File: src/design/tksl_pkg.sv
// tksl_pkg: shared types and constants for the top-k score list
// holds the command codes, field widths and the queued command record
// no dependencies
`default_nettype none

package tksl_pkg;

  // field widths of the item and result ports
  localparam int ACTION_W = 2;
  localparam int DOC_W    = 20;
  localparam int SCORE_W  = 32;
  localparam int RANK_W   = 4;

  // action codes on the input port
  localparam logic [ACTION_W-1:0] ACT_UPDATE = 2'd0;
  localparam logic [ACTION_W-1:0] ACT_READ   = 2'd1;
  localparam logic [ACTION_W-1:0] ACT_CLEAR  = 2'd2;

  // command queue between front and back
  localparam int Q_DEPTH = 2;
  localparam int Q_PTR_W = 1;
  localparam int Q_CNT_W = 2;

  typedef enum logic [1:0] {
    OP_UPDATE,
    OP_READ,
    OP_CLEAR
  } op_e;

  typedef struct packed {
    op_e                       op;
    logic [DOC_W-1:0]          doc;
    logic signed [SCORE_W-1:0] score;
  } cmd_t;

endpackage

`default_nettype wire

File: src/design/top_k_score_list.sv
// top_k_score_list: accepted commands pass through the queue to the back end;
// an entering update is done as remove then insert, a dropped update or a clear
// in the idle state, and a read-out enters the read state, then gives one result per
// cycle for n entries (one if empty). The back end takes no new command until done.
// Reset (asynchronous, active low) empties the list and the two-entry queue;
// results are strobed for one cycle and the receiver cannot stall them.
`default_nettype none

module top_k_score_list #(
  parameter int LIST_DEPTH  = 16,
  parameter int DOC_ID_BITS = 20
) (
  input  wire logic                                 clk_i,
  input  wire logic                                 rst_ni,
  input  wire logic                                 start,
  output logic                                      busy,
  input  wire logic [tksl_pkg::ACTION_W-1:0]        action_i,
  input  wire logic [tksl_pkg::DOC_W-1:0]           doc_id_i,
  input  wire logic signed [tksl_pkg::SCORE_W-1:0]  score_i,
  output logic                                      out_valid_o,
  output logic [tksl_pkg::RANK_W-1:0]               rank_o,
  output logic                                      valid_res_o,
  output logic [tksl_pkg::DOC_W-1:0]                doc_out_o,
  output logic signed [tksl_pkg::SCORE_W-1:0]       score_out_o,
  output logic                                      last_o
);

  tksl_pkg::cmd_t head;
  logic           head_valid;
  logic           pop;

  // front: accept, decode and queue
  tksl_front u_front (
    .clk_i        (clk_i),
    .rst_ni       (rst_ni),
    .start        (start),
    .busy         (busy),
    .action_i     (action_i),
    .doc_id_i     (doc_id_i),
    .score_i      (score_i),
    .head_o       (head),
    .head_valid_o (head_valid),
    .pop_i        (pop)
  );

  // back: list maintenance and read-out
  tksl_back #(
    .LIST_DEPTH  (LIST_DEPTH),
    .DOC_ID_BITS (DOC_ID_BITS)
  ) u_back (
    .clk_i        (clk_i),
    .rst_ni       (rst_ni),
    .head_i       (head),
    .head_valid_i (head_valid),
    .pop_o        (pop),
    .out_valid_o  (out_valid_o),
    .rank_o       (rank_o),
    .valid_res_o  (valid_res_o),
    .doc_out_o    (doc_out_o),
    .score_out_o  (score_out_o),
    .last_o       (last_o)
  );

  // empty-list marker is a single final result at rank zero
  a_empty_marker: assert property (@(posedge clk_i) disable iff (!rst_ni)
    out_valid_o && !valid_res_o |-> last_o && (rank_o == '0))
    else $error("empty read-out result malformed");

  // a read-out run has no gaps
  a_run_contiguous: assert property (@(posedge clk_i) disable iff (!rst_ni)
    out_valid_o && !last_o |=> out_valid_o && valid_res_o)
    else $error("read-out run interrupted");

  // ranks step by one inside a run
  a_rank_step: assert property (@(posedge clk_i) disable iff (!rst_ni)
    out_valid_o && !last_o |=> rank_o == tksl_pkg::RANK_W'($past(rank_o) + 1'b1))
    else $error("rank did not advance by one");

endmodule

`default_nettype wire

File: src/design/tksl_front.sv
// tksl_front: accepts items, classifies the action and queues commands
// depends on tksl_pkg for the command record and action codes
`default_nettype none

module tksl_front (
  input  wire logic                                 clk_i,
  input  wire logic                                 rst_ni,
  input  wire logic                                 start,
  output logic                                      busy,
  input  wire logic [tksl_pkg::ACTION_W-1:0]        action_i,
  input  wire logic [tksl_pkg::DOC_W-1:0]           doc_id_i,
  input  wire logic signed [tksl_pkg::SCORE_W-1:0]  score_i,
  output tksl_pkg::cmd_t                            head_o,
  output logic                                      head_valid_o,
  input  wire logic                                 pop_i
);

  tksl_pkg::cmd_t               fifo_q [tksl_pkg::Q_DEPTH];
  logic [tksl_pkg::Q_PTR_W-1:0] wr_ptr_q, rd_ptr_q;
  logic [tksl_pkg::Q_CNT_W-1:0] cnt_q;
  tksl_pkg::cmd_t               cmd;
  logic                         keep;
  logic                         push;
  logic                         pop;

  // decode the action; unknown codes are accepted and dropped
  always_comb begin
    cmd.doc   = doc_id_i;
    cmd.score = score_i;
    cmd.op    = tksl_pkg::OP_UPDATE;
    keep      = 1'b1;
    unique case (action_i)
      tksl_pkg::ACT_UPDATE: cmd.op = tksl_pkg::OP_UPDATE;
      tksl_pkg::ACT_READ:   cmd.op = tksl_pkg::OP_READ;
      tksl_pkg::ACT_CLEAR:  cmd.op = tksl_pkg::OP_CLEAR;
      default:              keep   = 1'b0;
    endcase
  end

  assign busy         = (cnt_q == tksl_pkg::Q_CNT_W'(tksl_pkg::Q_DEPTH));
  assign push         = start && !busy && keep;
  assign head_valid_o = (cnt_q != '0);
  assign pop          = pop_i && head_valid_o;
  assign head_o       = fifo_q[rd_ptr_q];

  // queue pointers and fill count
  always_ff @(posedge clk_i or negedge rst_ni) begin
    if (!rst_ni) begin
      wr_ptr_q <= '0;
      rd_ptr_q <= '0;
      cnt_q    <= '0;
    end else begin
      if (push) wr_ptr_q <= wr_ptr_q + 1'b1;
      if (pop)  rd_ptr_q <= rd_ptr_q + 1'b1;
      case ({push, pop})
        2'b10:   cnt_q <= cnt_q + 1'b1;
        2'b01:   cnt_q <= cnt_q - 1'b1;
        default: cnt_q <= cnt_q;
      endcase
    end
  end

  // queue storage
  always_ff @(posedge clk_i) begin
    if (push) fifo_q[wr_ptr_q] <= cmd;
  end

endmodule

`default_nettype wire

File: src/design/tksl_back.sv
// tksl_back: sorted list of scored documents, update, clear and read-out
// depends on tksl_pkg; takes commands from the front queue
`default_nettype none

module tksl_back #(
  parameter int LIST_DEPTH  = 16,
  parameter int DOC_ID_BITS = 20
) (
  input  wire logic                                 clk_i,
  input  wire logic                                 rst_ni,
  input  wire tksl_pkg::cmd_t                       head_i,
  input  wire logic                                 head_valid_i,
  output logic                                      pop_o,
  output logic                                      out_valid_o,
  output logic [tksl_pkg::RANK_W-1:0]               rank_o,
  output logic                                      valid_res_o,
  output logic [tksl_pkg::DOC_W-1:0]                doc_out_o,
  output logic signed [tksl_pkg::SCORE_W-1:0]       score_out_o,
  output logic                                      last_o
);

  localparam int IDX_W  = (LIST_DEPTH > 1) ? $clog2(LIST_DEPTH) : 1;
  localparam int KEEP_W = (DOC_ID_BITS < tksl_pkg::DOC_W) ? DOC_ID_BITS : tksl_pkg::DOC_W;
  localparam int DW     = tksl_pkg::DOC_W;
  localparam int SW     = tksl_pkg::SCORE_W;
  localparam int RX_W   = IDX_W + tksl_pkg::RANK_W;

  typedef enum logic [1:0] {
    ST_IDLE,
    ST_INSERT,
    ST_READ
  } state_e;

  state_e                 state_q;
  logic [IDX_W-1:0]       rd_q;
  logic [KEEP_W-1:0]      cmd_doc_q;
  logic signed [SW-1:0]   cmd_score_q;

  logic [KEEP_W-1:0]      doc_q   [LIST_DEPTH];
  logic signed [SW-1:0]   score_q [LIST_DEPTH];
  logic [LIST_DEPTH-1:0]  valid_q;
  logic [KEEP_W-1:0]      doc_d   [LIST_DEPTH];
  logic signed [SW-1:0]   score_d [LIST_DEPTH];
  logic [LIST_DEPTH-1:0]  valid_d;

  logic [KEEP_W-1:0]      hd_doc;
  logic [LIST_DEPTH-1:0]  match;
  logic [LIST_DEPTH-1:0]  after_m;
  logic [LIST_DEPTH-1:0]  pos;
  logic [LIST_DEPTH-1:0]  at_m;
  logic [LIST_DEPTH-1:0]  vnext;
  logic                   found;
  logic                   full;
  logic                   beats;
  logic                   is_last;
  logic [RX_W-1:0]        rank_ext;

  assign hd_doc   = head_i.doc[KEEP_W-1:0];
  assign pop_o    = (state_q == ST_IDLE) && head_valid_i;
  assign vnext    = valid_q >> 1;
  assign is_last  = !vnext[rd_q];
  assign rank_ext = RX_W'(rd_q);

  // removal search: matching entry and everything at or behind it
  always_comb begin
    for (int i = 0; i < LIST_DEPTH; i++) begin
      match[i] = valid_q[i] && (doc_q[i] == hd_doc);
    end
    after_m[0] = match[0];
    for (int i = 1; i < LIST_DEPTH; i++) begin
      after_m[i] = after_m[i-1] || match[i];
    end
  end

  assign found = |match;
  assign full  = valid_q[LIST_DEPTH-1];
  assign beats = head_i.score > score_q[LIST_DEPTH-1];

  // insertion search: first free slot or first strictly lower score
  always_comb begin
    for (int i = 0; i < LIST_DEPTH; i++) begin
      pos[i] = !valid_q[i] || (score_q[i] < cmd_score_q);
    end
    at_m[0] = pos[0];
    for (int i = 1; i < LIST_DEPTH; i++) begin
      at_m[i] = pos[i] && !pos[i-1];
    end
  end

  // next list contents
  always_comb begin
    doc_d   = doc_q;
    score_d = score_q;
    valid_d = valid_q;
    case (state_q)
      ST_IDLE: begin
        if (head_valid_i && head_i.op == tksl_pkg::OP_CLEAR) begin
          valid_d = '0;
        end else if (head_valid_i && head_i.op == tksl_pkg::OP_UPDATE) begin
          if (found) begin
            // close the gap left by the listed document
            for (int i = 0; i < LIST_DEPTH - 1; i++) begin
              if (after_m[i]) begin
                doc_d[i]   = doc_q[i+1];
                score_d[i] = score_q[i+1];
                valid_d[i] = valid_q[i+1];
              end
            end
            valid_d[LIST_DEPTH-1] = 1'b0;
          end else if (full && beats) begin
            // last entry drops out
            valid_d[LIST_DEPTH-1] = 1'b0;
          end
        end
      end
      ST_INSERT: begin
        if (at_m[0]) begin
          doc_d[0]   = cmd_doc_q;
          score_d[0] = cmd_score_q;
          valid_d[0] = 1'b1;
        end
        for (int i = 1; i < LIST_DEPTH; i++) begin
          if (at_m[i]) begin
            doc_d[i]   = cmd_doc_q;
            score_d[i] = cmd_score_q;
            valid_d[i] = 1'b1;
          end else if (pos[i]) begin
            doc_d[i]   = doc_q[i-1];
            score_d[i] = score_q[i-1];
            valid_d[i] = valid_q[i-1];
          end
        end
      end
      default: begin
      end
    endcase
  end

  // list storage
  always_ff @(posedge clk_i or negedge rst_ni) begin
    if (!rst_ni) begin
      valid_q <= '0;
    end else begin
      valid_q <= valid_d;
    end
  end

  always_ff @(posedge clk_i) begin
    doc_q   <= doc_d;
    score_q <= score_d;
  end

  // sequencer and result registers
  always_ff @(posedge clk_i or negedge rst_ni) begin
    if (!rst_ni) begin
      state_q     <= ST_IDLE;
      rd_q        <= '0;
      cmd_doc_q   <= '0;
      cmd_score_q <= '0;
      out_valid_o <= 1'b0;
      rank_o      <= '0;
      valid_res_o <= 1'b0;
      doc_out_o   <= '0;
      score_out_o <= '0;
      last_o      <= 1'b0;
    end else begin
      out_valid_o <= 1'b0;
      unique case (state_q)
        ST_IDLE: begin
          if (head_valid_i) begin
            unique case (head_i.op)
              tksl_pkg::OP_UPDATE: begin
                if (found || !full || beats) begin
                  state_q     <= ST_INSERT;
                  cmd_doc_q   <= hd_doc;
                  cmd_score_q <= head_i.score;
                end
              end
              tksl_pkg::OP_READ: begin
                state_q <= ST_READ;
                rd_q    <= '0;
              end
              tksl_pkg::OP_CLEAR: begin
              end
              default: begin
              end
            endcase
          end
        end
        ST_INSERT: begin
          state_q <= ST_IDLE;
        end
        ST_READ: begin
          out_valid_o <= 1'b1;
          if (!valid_q[0]) begin
            // empty list gives a single marker result
            rank_o      <= '0;
            valid_res_o <= 1'b0;
            doc_out_o   <= '0;
            score_out_o <= '0;
            last_o      <= 1'b1;
            state_q     <= ST_IDLE;
          end else begin
            rank_o      <= rank_ext[tksl_pkg::RANK_W-1:0];
            valid_res_o <= 1'b1;
            doc_out_o   <= DW'(doc_q[rd_q]);
            score_out_o <= score_q[rd_q];
            last_o      <= is_last;
            if (is_last) begin
              state_q <= ST_IDLE;
            end else begin
              rd_q <= rd_q + 1'b1;
            end
          end
        end
        default: state_q <= ST_IDLE;
      endcase
    end
  end

endmodule

`default_nettype wire
File: config.mk
export PLATFORM = sky130hd
export DESIGN_NAME = top_k_score_list
export DESIGN_NICKNAME = d
export VERILOG_FILES = /design/src/design/tksl_pkg.sv /design/src/design/top_k_score_list.sv /design/src/design/tksl_front.sv /design/src/design/tksl_back.sv
export SDC_FILE = /design/constraint.sdc
export NUM_CORES = 2
export LEC_CHECK = 0
export BUFFER_PORTS_ARGS = -buffer_cell sky130_fd_sc_hd__buf_4
export CORE_MARGIN = 4
export CORE_UTILIZATION = 70
export CTS_CLUSTER_DIAMETER = 60
export DETAILED_ROUTE_END_ITERATION = 6
export PLACE_DENSITY = 0.93
export SLEW_MARGIN = 10
export SYNTH_ARGS = -nofsm -noshare
export SYNTH_HDL_FRONTEND = slang
export SYNTH_HIERARCHICAL = 1
export SYNTH_SLANG_ARGS = --single-unit
File: constraint.sdc
create_clock -name clk_i -period 12.1 [get_ports clk_i]
set_input_delay 1.815 -clock clk_i [delete_from_list [all_inputs] [get_ports clk_i]]
set_output_delay 1.815 -clock clk_i [all_outputs]
set_load 0.02 [all_outputs]
==> metrics.md <==
| Metric | Value |
|---|---|
| IO Pins | `about 120` |
| Count leader, synth | `edfxtp_1` |
| TritonCTS clock tree | `done` |
| Post-layout nets | `7056` |
| Synth cell types | `77` |
| Cell Pwr Density | `296 nW/um2` |
| First-pass GRT wire length | `379 mm` |
| Site Rows | `around 120` |
| Pre-CTS setup slack | `approximately 5800 ps` |
| Die Y | `between 300 and 400 um` |
| Number of global-route vias before repair | `58860` |
| Placed cell count | `7727` |
| CP max FO | `36` |
| FF-to-FF setup slack | `5410 ps` |
| Clock Path Buffers | `3` |
| Measured slew at the worst slew-check pin | `around 1500 ps` |
| Fmax | `between 100 and 150 MHz` |
| Worst ir drop on vdd | `approximately 0.00023 V` |
| Post-CTS Setup Inserts | `0` |
| WP data arrival | `7060 ps` |
| CTS Root Cell | `clkbuf_16` |
| Post-CTS Hold Buffers | `0` |
| Area grow syn2layout | `8.08%` |
| Syn. warnings | `6` |
| Post-Syn Instances | `about 6600` |
| Mapped Nets | `7168` |
| GRT Residual Overflow | `0` |
| Max-slew violations | `0` |
| Setup Viol. Count Final | `0` |
| # H-tree levels | `3` |
| Number of routed nets with antenna violations | `0` |
| Top_reg_cell synth | `edfxtp_1` |
| Clk sinks | `1077` |
| Area leader, netlist | `edfxtp_1` |
| Vias/cell | `7.71` |
| Number of max-cap violations | `0` |
| Post-synth EDFFs | `940` |
| Status | `complete, but fails checks` |
| Worst slew margin | `0.0185` |
| Reg clk slew, reported paths | `60 ps` |
| Core box area | `103000 um2` |
| Mapped cell area | `72800 um2` |
| Post-layout min period | `about 6700 ps` |
| Synthesized flop and latch total | `1077` |
| Initial Utilization | `0.705` |
| DR pass1 iterations | `7` |
| # DRC | `2` |
| GPL Wtd Cong | `1.05` |
| P_leak | `31.3 nW` |
| Initial antenna violation count | `23` |
| # resized after CTS | `0` |
| Fraction of registers with async set/reset | `0.127` |
| Largest net degree at the start of global routing | `245` |
| Setup ws final | `5410 ps` |
| RSZ-0062 raised after global routing | `no` |
| Starting DRC count in detailed routing | `around 11000` |
| Fin cells | `7966` |
| List of most frequent post-synthesis cells | `edfxtp_1, nand2_1, mux2i_1` |
| Final Cycle Share | `0.553` |
| Num CTS Buffers | `120` |
| Total track usage | `0.469` |
| Syn avg cell area | `11.1 um2` |
| CP required | `approximately 12000 ps` |
| Share of cells above drive strength 1 | `0.135` |
| Clk_lat worst skew | `760 ps` |
| Final hold viol count | `0` |
| Crit path kind | `reg2reg` |
| I/O Buffers | `116` |
| Clk_skew | `43.9 ps` |
| Post-Route WL | `261 mm` |
| Synth area leaders | `edfxtp_1, ha_1, mux2i_1` |
| HPWL Detailed | `178 mm` |
| Worst Setup End Kind | `flip-flop` |
| Die width | `331 um` |
| CP startpoint kind | `flip-flop` |
| Sequential-to-total area share from yosys stat | `0.435` |
| Worst hold path type | `reg2reg` |
| WL/cell | `32.8 um` |
| Via Count | `a little over 60000` |
| Top cell type's share of synthesized area | `0.388` |
| Post-route setup TNS | `0 ps` |
| Die area | `109000 um2` |
| Violated checks | `DRC` |
[per-layer routing]
metal  global-route usage  vias up  share of wire
met2                0.676     6137           0.42
met5               0.0164        -         0.0017
met1                0.585    29013           0.33
met4                0.255       34          0.071
met3                0.223     1507           0.18
li1                     -    24753              -
[worst max-delay path, cell delays in order, from the launching register on]
cell and delay (ps):
dfrtp_4 700, mux2_4 520, xor2_1 250, nor4_1 760
nand3_1 240, nor4_1 920, nand3b_1 210, nor4_1 120
nor3b_1 350, o21bai_4 180, buf_4 280, a221oi_4 920
buf_4 750
[state kept, by name, indices dropped and copies added, names as in the netlist]
name and flops:
u_back/score_q 512, u_back/state_q 2, u_back/out_valid_o 1, u_back/last_o 1, u_front/wr_ptr_q 1, u_back/doc_out_o 20
u_front/fifo_q 108, u_back/rank_o 4, u_back/valid_res_o 1, u_front/rd_ptr_q 1, u_back/rd_q 4, u_back/cmd_score_q 32
u_front/cnt_q 2, u_back/cmd_doc_q 20, u_back/score_out_o 32, u_back/valid_q 16, u_back/doc_q 320
[layout make-up]
cell class                 count  area (um2)
tap                         1380        1730
multi-input combinational   4942       39100
clock inverter                62         613
clock buffer                 165        3420
sequential                  1077       31700
antenna                       12        30.0
inverter                      90         338
timing repair buffer         238        1850
fill                        6317       24600
[path summary, 6_finish.rpt]
check / startpoint / end / cells past startpoint
worst max-delay path: u_front/rd_ptr_q / u_back/score_q[386] / 12
worst min-delay path: u_back/rank_o[0] / u_back/rank_o[0] / 2
worst max register to register: u_front/rd_ptr_q / u_back/score_q[386] / 12
worst min register to register: u_back/rank_o[0] / u_back/rank_o[0] / 2
max in group asynchronous: rst_ni / u_back/rd_q[0] / 2
min in group asynchronous: rst_ni / u_back/cmd_score_q[0] / 1
[cell families (layout without fill, tap and decap cells)]
family | count (synthesis) | in the layout | synth area share
AOI/OAI and AO/OA | 1416 | 1416 | 0.115
adders and majority gates | 530 | 530 | 0.0910
xor gates and xnor gates | 325 | 325 | 0.0391
other | 0 | 12 | 0
muxes | 1029 | 1029 | 0.186
buffers and inverters | 562 | 555 | 0.0337
and+or+nand+nor | 1642 | 1642 | 0.101
DFF | 1077 | 1077 | 0.435
[per-stage QoR]
stage | total power [mW] | hold slack (ps) | util | instance area [um2]
6_report | 23.3 | 474 | 0.762 | 78700
5_1_grt | 24.0 | 496 | 0.761 | 78700
4_1_cts | 22.5 | 475 | 0.761 | 78700
3_5_place_dp | 18.6 | 462 | 0.722 | 74700
3_3_place_gp | 18.1 | 459 | 0.722 | 74700
2_1_floorplan | 14.5 | 456 | - | 72800
[cell usage in the layout, fill, tap and decap left out, drive strengths merged, types with 9 or more instances in the layout]
cell,instances
xnor2,231
clkbuf,165
diode,12
nor2b,20
nor3b,9
nor4,40
nand4,127
a221oi,16
buf,238
nor4b,9
clkinv,43
o21ai,459
nand3,191
or2,12
nor3,55
bufinv,9
a2111oi,11
edfxtp,940
o31ai,12
a41oi,13
inv,95
mux2,165
nor2,364
xor2,94
mux2i,636
o221ai,38
a211oi,25
a31oi,19
and3,16
ha,530
dfrtp,137
and4,13
o211ai,123
mux4,228
a21oi,509
o21a,10
nand2,735
a21o,100
a31o,31
nand2b,22
[power breakdown]
group          total, mW  switching, mW  internal [mW]
logic               13.1           8.38           4.70
clock network       3.80           1.63           2.17
registers           6.42           1.14           5.28
total               23.3           11.1           12.2
No activity file was read; power rests on OpenSTA's default activity.
